[config.mk]
export PLATFORM = sky130hd
export DESIGN_NAME = gpci_axis
export DESIGN_NICKNAME = d
export VERILOG_FILES = /design/src/rtl/core/grid_point_to_cell_index_unit_defines.svh /design/src/rtl/core/gpci_pkg.sv /design/src/rtl/core/gpci_axis.sv
export SDC_FILE = /design/constraint.sdc
export NUM_CORES = 2
export LEC_CHECK = 0
export ABC_AREA = 1
export ABC_CLOCK_PERIOD_IN_PS = 7300
export BUFFER_PORTS_ARGS = -buffer_cell sky130_fd_sc_hd__buf_2
export CORE_AREA = 8 8 293 295
export CTS_CLUSTER_SIZE = 24
export DETAILED_ROUTE_END_ITERATION = 10
export DIE_AREA = 0 0 301 303
export PLACE_DENSITY_LB_ADDON = 0.3
export SYNTH_ARGS = -nofsm -noshare
export SYNTH_HDL_FRONTEND = slang
export SYNTH_SLANG_ARGS = --single-unit
export TNS_END_PERCENT = 100
[constraint.sdc]
create_clock -name clk -period 7.3 [get_ports clk]
set_input_delay 1.095 -clock clk [delete_from_list [all_inputs] [get_ports clk]]
set_output_delay 1.095 -clock clk [all_outputs]
set_load 0.02 [all_outputs]
[src/rtl/core/grid_point_to_cell_index_unit_defines.svh]
// assertion macros for the grid point binning rtl
`ifndef GRID_POINT_TO_CELL_INDEX_UNIT_DEFINES_SVH
`define GRID_POINT_TO_CELL_INDEX_UNIT_DEFINES_SVH

// checked on every clock edge outside reset
`define GPCI_ASSERT(label, prop, msg) \
  label: assert property (@(posedge clk) disable iff (rst) prop) else $error(msg);

// checked on every clock edge, reset included
`define GPCI_ASSERT_ALWAYS(label, prop, msg) \
  label: assert property (@(posedge clk) prop) else $error(msg);

`endif

[src/rtl/core/gpci_pkg.sv]
// constants shared by the grid point binning rtl
`timescale 1ns / 1ps
`default_nettype none

package gpci_pkg;

  localparam int COORD_BITS         = 32;
  localparam int MAX_CELLS_PER_AXIS = 1024;
  localparam int STEP_BITS          = 31;
  localparam int COUNT_FIELD_BITS   = 11;
  localparam int COUNTS_BITS        = 3 * COUNT_FIELD_BITS;
  localparam int DIMS_BITS          = 2;
  localparam int INDEX_BITS         = 30;
  localparam int AXIS_BITS          = 10;

  localparam int QUOT_BITS   = $clog2(MAX_CELLS_PER_AXIS);
  localparam int CNT_BITS    = QUOT_BITS + 1;
  localparam int AXIS_STAGES = QUOT_BITS + 3;

  localparam int CFG_ADDR_BITS = 3;
  localparam int CFG_DATA_BITS = COUNTS_BITS;

  localparam logic [CFG_ADDR_BITS-1:0] REG_DIMS        = 3'd0;
  localparam logic [CFG_ADDR_BITS-1:0] REG_LOW_X       = 3'd1;
  localparam logic [CFG_ADDR_BITS-1:0] REG_LOW_Y       = 3'd2;
  localparam logic [CFG_ADDR_BITS-1:0] REG_LOW_Z       = 3'd3;
  localparam logic [CFG_ADDR_BITS-1:0] REG_STEP_X      = 3'd4;
  localparam logic [CFG_ADDR_BITS-1:0] REG_STEP_Y      = 3'd5;
  localparam logic [CFG_ADDR_BITS-1:0] REG_STEP_Z      = 3'd6;
  localparam logic [CFG_ADDR_BITS-1:0] REG_CELL_COUNTS = 3'd7;

  localparam logic [DIMS_BITS-1:0]   DIMS_RESET   = 2'd3;
  localparam logic [STEP_BITS-1:0]   STEP_RESET   = 31'd65536;
  localparam logic [COUNTS_BITS-1:0] COUNTS_RESET = 33'd4196353;

endpackage

`default_nettype wire

[src/rtl/core/gpci_axis.sv]
// one axis: range check and pipelined restoring division, one quotient bit per stage
`timescale 1ns / 1ps
`default_nettype none

module gpci_axis (
  input  logic                                   clk,
  input  logic [gpci_pkg::AXIS_STAGES-1:0]       en,
  input  logic signed [gpci_pkg::COORD_BITS-1:0] point,
  input  logic signed [gpci_pkg::COORD_BITS-1:0] low,
  input  logic [gpci_pkg::STEP_BITS-1:0]         step,
  input  logic [gpci_pkg::CNT_BITS-1:0]          count,
  output logic [gpci_pkg::QUOT_BITS-1:0]         cell_num,
  output logic                                   outside
);

  localparam int CB   = gpci_pkg::COORD_BITS;
  localparam int QB   = gpci_pkg::QUOT_BITS;
  localparam int NB   = gpci_pkg::CNT_BITS;
  localparam int WIDE = gpci_pkg::STEP_BITS + gpci_pkg::CNT_BITS;

  logic signed [CB:0] diff;
  logic [WIDE-1:0]    prod;

  logic [CB-1:0] rem  [0:QB];
  logic [QB-1:0] quo  [0:QB];
  logic          neg  [0:QB];
  logic          sat  [0:QB];
  logic          miss [0:QB];

  // offset from the lower corner and the box width
  always_ff @(posedge clk) begin
    if (en[0]) begin
      diff <= {point[CB-1], point} - {low[CB-1], low};
      prod <= WIDE'(step) * WIDE'(count);
    end
  end

  // range check and quotient overflow, then msb first, one compare and subtract per stage
  always_ff @(posedge clk) begin
    if (en[1]) begin
      neg[0]  <= diff[CB];
      miss[0] <= diff[CB] || (WIDE'(diff[CB-1:0]) > prod);
      sat[0]  <= WIDE'(diff[CB-1:0]) >= (WIDE'(step) << QB);
      rem[0]  <= diff[CB-1:0];
      quo[0]  <= '0;
    end
    for (int j = 0; j < QB; j++) begin
      if (en[2 + j]) begin
        if (WIDE'(rem[j]) >= (WIDE'(step) << (QB - 1 - j))) begin
          rem[j + 1] <= CB'(WIDE'(rem[j]) - (WIDE'(step) << (QB - 1 - j)));
          quo[j + 1] <= quo[j] | (QB'(1) << (QB - 1 - j));
        end else begin
          rem[j + 1] <= rem[j];
          quo[j + 1] <= quo[j];
        end
        neg[j + 1]  <= neg[j];
        sat[j + 1]  <= sat[j];
        miss[j + 1] <= miss[j];
      end
    end
  end

  // below the box gives 0, at or past the count gives count - 1
  always_ff @(posedge clk) begin
    if (en[QB + 2]) begin
      if (neg[QB]) begin
        cell_num <= '0;
      end else if (sat[QB] || (NB'(quo[QB]) >= count)) begin
        cell_num <= QB'(count - NB'(1));
      end else begin
        cell_num <= quo[QB];
      end
      outside <= miss[QB];
    end
  end

endmodule

`default_nettype wire

## Word-level counts from Yosys, hierarchy flattened

Memories as Yosys holds them, arrays and structs flattened. A register that Yosys moved wholly into a read port is not among the register bits.
Index checks and enable logic that the tools add are counted.

| operators by class | value |
|---|---|
| $add $sub $neg | 12 |
| $mul | 1 |
| div/mod/pow operators | 0 |
| $lt $le $gt $ge | 13 |
| equal/unequal tests | 0 |
| shifts and indexed selects | 0 |
| multiplexer cells | 103 |
| bitwise logic cells | 20 |
| reduce and logical (&&, ||, !) cells | 2 |

Operators by type and width:

| cell | count |
|---|---|
| $mux 32 | 10 |
| $sub 32x32->32 | 9 |
| $mux 10 | 11 |
| $mux 1 | 82 |
| $gt 32x42->1 | 1 |
| $mul 31x11->42 | 1 |
| $ge 32x41->1 | 1 |
| $ge 32x40->1 | 1 |
| $ge 32x39->1 | 1 |
| $ge 32x38->1 | 1 |
| $ge 32x37->1 | 1 |
| $ge 32x36->1 | 1 |
| $ge 32x35->1 | 1 |
| $ge 32x34->1 | 1 |
| $ge 32x33->1 | 1 |
| $sub 32x32->33 | 1 |
| $ge 32x31->1 | 1 |
| $ge 32x32->1 | 1 |
| $sub 32x31->32 | 1 |
| $or 1x1->1 | 20 |
| $ge 10x11->1 | 1 |
| $sub 10x1->10 const B | 1 |
| $logic_or 1x1->1 | 2 |

| storage, ports and cells | value |
|---|---|
| bits in registers | 85 |
| bits in latches | 0 |
| bits in writable memories | 495 |
| memory bits (read-only) | 0 |
| bits of input ports | 120 |
| output and inout port bits | 11 |
| logic and storage cells | 159 |
| memories kept | 5 |

Memory list:

| memory | words | bits a word | rd ports | clocked after Yosys merged registers in | write ports | RTL line | text |
|---|---|---|---|---|---|---|---|
| rem | 11 | 32 | 10 | 0 | 11 | gpci_axis.sv:24 | `logic [CB-1:0] rem [0:QB];` |
| quo | 11 | 10 | 11 | 0 | 11 | gpci_axis.sv:25 | `logic [QB-1:0] quo [0:QB];` |
| miss | 11 | 1 | 11 | 1 | 11 | gpci_axis.sv:28 | `logic miss [0:QB];` |
| neg | 11 | 1 | 11 | 0 | 11 | gpci_axis.sv:26 | `logic neg [0:QB];` |
| sat | 11 | 1 | 11 | 0 | 11 | gpci_axis.sv:27 | `logic sat [0:QB];` |

## Longest topological paths before layout

| logic depth | value |
|---|---|
| depth in word-level cells | 5 |
| mapped depth | 26 |
| gate-level depth less buffers | 24 |

## Worst setup path before layout

Ideal clock, no wire load.

| timing path | value |
|---|---|
| path type | in2reg |
| from | in count[7] (netlist bit) |
| to | reg prod[35] (data pin) |
| library setup time | 0.252 ns |
| data arrival time | 5.583 ns |
| required time | 7.048 ns |
| slack | 1.465 ns |
| cell stages on the path | 19 |
| buffers on the path | 2 |
| cells stage by stage | clkbuf_1 > clkbuf_1 > nand2_1 > fa_1 > inv_1 > fa_1 > fa_1 > fa_1 > inv_1 > fa_1 > inv_1 > ha_1 > nand2_1 > nor2_1 > nand2_1 > o21ai_0 > nand2_1 > nand3_1 > nand2_1 |

| between the ends | value |
|---|---|
| word-level cells in the longest chain between the ends | 1 |

RTL lines:

| what | RTL line | text |
|---|---|---|
| from (decl) | gpci_axis.sv:11 | `input logic [gpci_pkg::CNT_BITS-1:0] count,` |
| $mul 31x11->42 | gpci_axis.sv:34 | `prod <= WIDE'(step) * WIDE'(count);` |
| to (signal assigned) | gpci_axis.sv:34 |  |
| to (decl) | gpci_axis.sv:22 | `logic [WIDE-1:0] prod;` |

Every way passes these cells.
A chain may end at the register's enable or synchronous reset.

## Worst setup path in the final report

| timing path | value |
|---|---|
| from | in count[7] (netlist bit) |
| to | reg prod[26] (data pin) |

Same word-level chain as after synthesis.

==> qor.csv <==
metric,value,unit
count of cell types in the netlist,43,
Final setup viols,0,
initial antenna violation count,13,
Root Buffer,clkbuf_16,
CP max FO,34,
Worst Path Buf+Inv,4,
leading area contributor after synthesis,edfxtp_1,
clock sink total,494,
post-synth top area share,28.3,%
routed len/inst,19.5,microns
RSZ-0062 raised after global routing,no,
Mapped Area,52400,sq um
largest net degree at the start of global routing,76,
CP Capture Type,flop,
Worst Hold Class,reg2reg,
core area,81200,sq um
Starting DRT DRC Count,4983,
Comb pwr share,58.8,%
DR vias,48800,
Final Routed Wirelength,168000,microns
syn nets,8233,
Mapped Cells,7392,
port bufs,130,
leak pwr,30.5,nW
"top cells by count, synth","nand2_1 (2,724), inv_1 (1,373), nand3_1 (518), edfxtp_1 (494), nor2_1 (493)",
crit-path leading delay family,adder cells,
initial core utilization,64.5,%
die area,91200,sq um
H-tree depth,2,
DR DRC count,0,
# IOs,131,
final core utilization,68.5,%
Register Area,14800,sq um
Seq pwr share,25.2,%
Area growth syn-to-layout,6.18,%
vias per cell,5.69,
switching power summed over all nets,0.00821,W
Clk pwr share,16.0,%
Tcrit/Tclk final,81.5,%
ANT nets after route,0,
nets,8313,
layout cells sized above 1,4.29,%
ranking of synthesized cells by area,"edfxtp_1 (28%), nand2_1 (20%), ha_1 (11%), fa_1 (10%), inv_1 (9.8%)",
CTS tree,done,
Clock transition at path regs,0.07,ns
Fin Setup TNS,0,ns
fillers,7055,
actual slew at the worst max-slew pin,1.05,ns
number of synthesized flops with an enable pin,494,
Setup CP Type,in2reg,
sequential share of the synthesized area,28.3,%
slew margin rel.,29.7,%
cts bufs inserted,53,
Final min period,5.95,ns
#FFs+latches synth,494,
Max Freq,168,MHz
Initial DRT Pass Iterations,8,
footprint of the multi-input gates,31500,sq um
cell with the most instances after synthesis,nand2_1,
Cell Pwr Density,310,nW/um^2
die width,301,microns
Max clock buf depth,3,
vias in the first global route,47000,
max capacitance violation total,0,
row count,105,
CP max stage cell,buf_2,
Slew Limit Fails,0,
status,"finished, final reports clean",
Placer Congestion,1.02,
sw frac,47.6,%
"Avg Cell Area, Syn",7.09,sq um
Synthesis Warnings,0,
Skew-Pair Late Insertion Delay,0.64,ns
post-DP HPWL,131000,microns
"slowest stage delay, CP",0.67,ns
internal power,0.00902,W
CP Cell Sequence,buf_2 -> nand2_1 -> fa_1 -> inv_1 -> fa_1 -> fa_1 -> fa_1 -> inv_1 -> fa_1 -> inv_1 -> ha_1 -> nand2_1 -> nor2_1 -> nand2_1 -> o21ai_0 -> nand2_1 -> nand3_1 -> nand2_1,
die extent in y,303,microns
Post-CTS Setup Bufs,0,
Synth Flop Type,edfxtp_1,
Startpoint Class,input port,
grt total ovfl,0,
hold buffer count at CTS,0,
Critical Path RT,7.69,ns
WP data arrival,6.34,ns
ys async rst share,0,%
gr usage total,36.4,%
Fin. Hold Viols,0,
first-pass GRT wire length,259000,microns
clk_skew,0.0290,ns
post_cts resized,0,
Peak VDD IR,0.310,mV
sequential cells by signal, summed over array words and instances (netlist names):
name / count
rem: 320
diff: 33
quo: 55
neg: 11
sat: 11
miss: 11
outside: 1
cell_num: 10
prod: 42
cells by family after synthesis:
family | Yosys count | share of synthesized area [%]
buffers and inverters | 1531 | 11.5
AND/OR/NAND/NOR | 4022 | 31.7
adder cells (fa/ha/maj) | 721 | 21.1
AO/OA/AOI/OAI | 460 | 4.68
XOR/XNOR | 164 | 2.74
flip-flops | 494 | 28.3
cell type report:
cell class	instances	share of cell area (%)
repair buffers	174	1.76
clock inverters	38	0.711
diodes	5	0.0225
multi-input cells	5367	56.7
well taps	1070	2.41
inverters	1382	9.33
clock buffers	58	2.42
flip-flops and latches	494	26.7
per-stage QoR:
step	hold WS (ns)	power, W	worst slack, ns	instances	cell area [sq um]
2_1_floorplan	0.400	0.0116	1.46	7392	52400
3_3_place_gp	0.400	0.0142	0.902	8487	53900
3_5_place_dp	0.405	0.0143	0.818	8487	53900
4_1_cts	0.398	0.0171	1.47	8583	55600
5_1_grt	0.412	0.0187	1.11	8583	55600
6_report	0.411	0.0172	1.35	8588	55600
routing by layer:
| layer | track usage, % | up-vias | share of wire, % |
|---|---|---|---|
| li1 | - | 23300 | - |
| met1 | 48.1 | 22400 | 40 |
| met2 | 57.1 | 2570 | 44 |
| met3 | 7.43 | 490 | 11 |
| met4 | 17.8 | 14 | 5.6 |
| met5 | 0 | - | 0.058 |
path summary, 6_finish.rpt:
path	from	to	slack [ns]	depth (start not counted)
max	count[7]	prod[26]	1.35	18
min	quo[0][19]	quo[0][29]	0.41	0
max reg2reg	rem[1][46]	rem[1][87]	3.77	11
min reg2reg	quo[0][19]	quo[0][29]	0.41	0
power groups by stage:
stage | combinational (W) | clock (W) | sequential [W]
6_report | 0.0101 | 0.00276 | 0.00434
3_5_place_dp | 0.00993 | 0 | 0.00438
2_1_floorplan | 0.00739 | 0 | 0.00419
4_1_cts | 0.0100 | 0.00279 | 0.00433
3_3_place_gp | 0.00980 | 0 | 0.00438
5_1_grt | 0.0115 | 0.00288 | 0.00436
layout by cell type, fill, tap and decap left out, types with 31 or more instances in the layout:
cell and instances:
inv_1 1373, o21ai_0 97, buf_2 130, nand3b_1 31, ha_1 451, clkbuf_16 53, fa_1 270, xor2_1 134
edfxtp_1 494, nand4_1 114, nand3_1 518, nor3_1 41, buf_4 44, nor2_1 492, a21oi_1 302, nand2_1 2724
(Power assumes the default switching activity.)
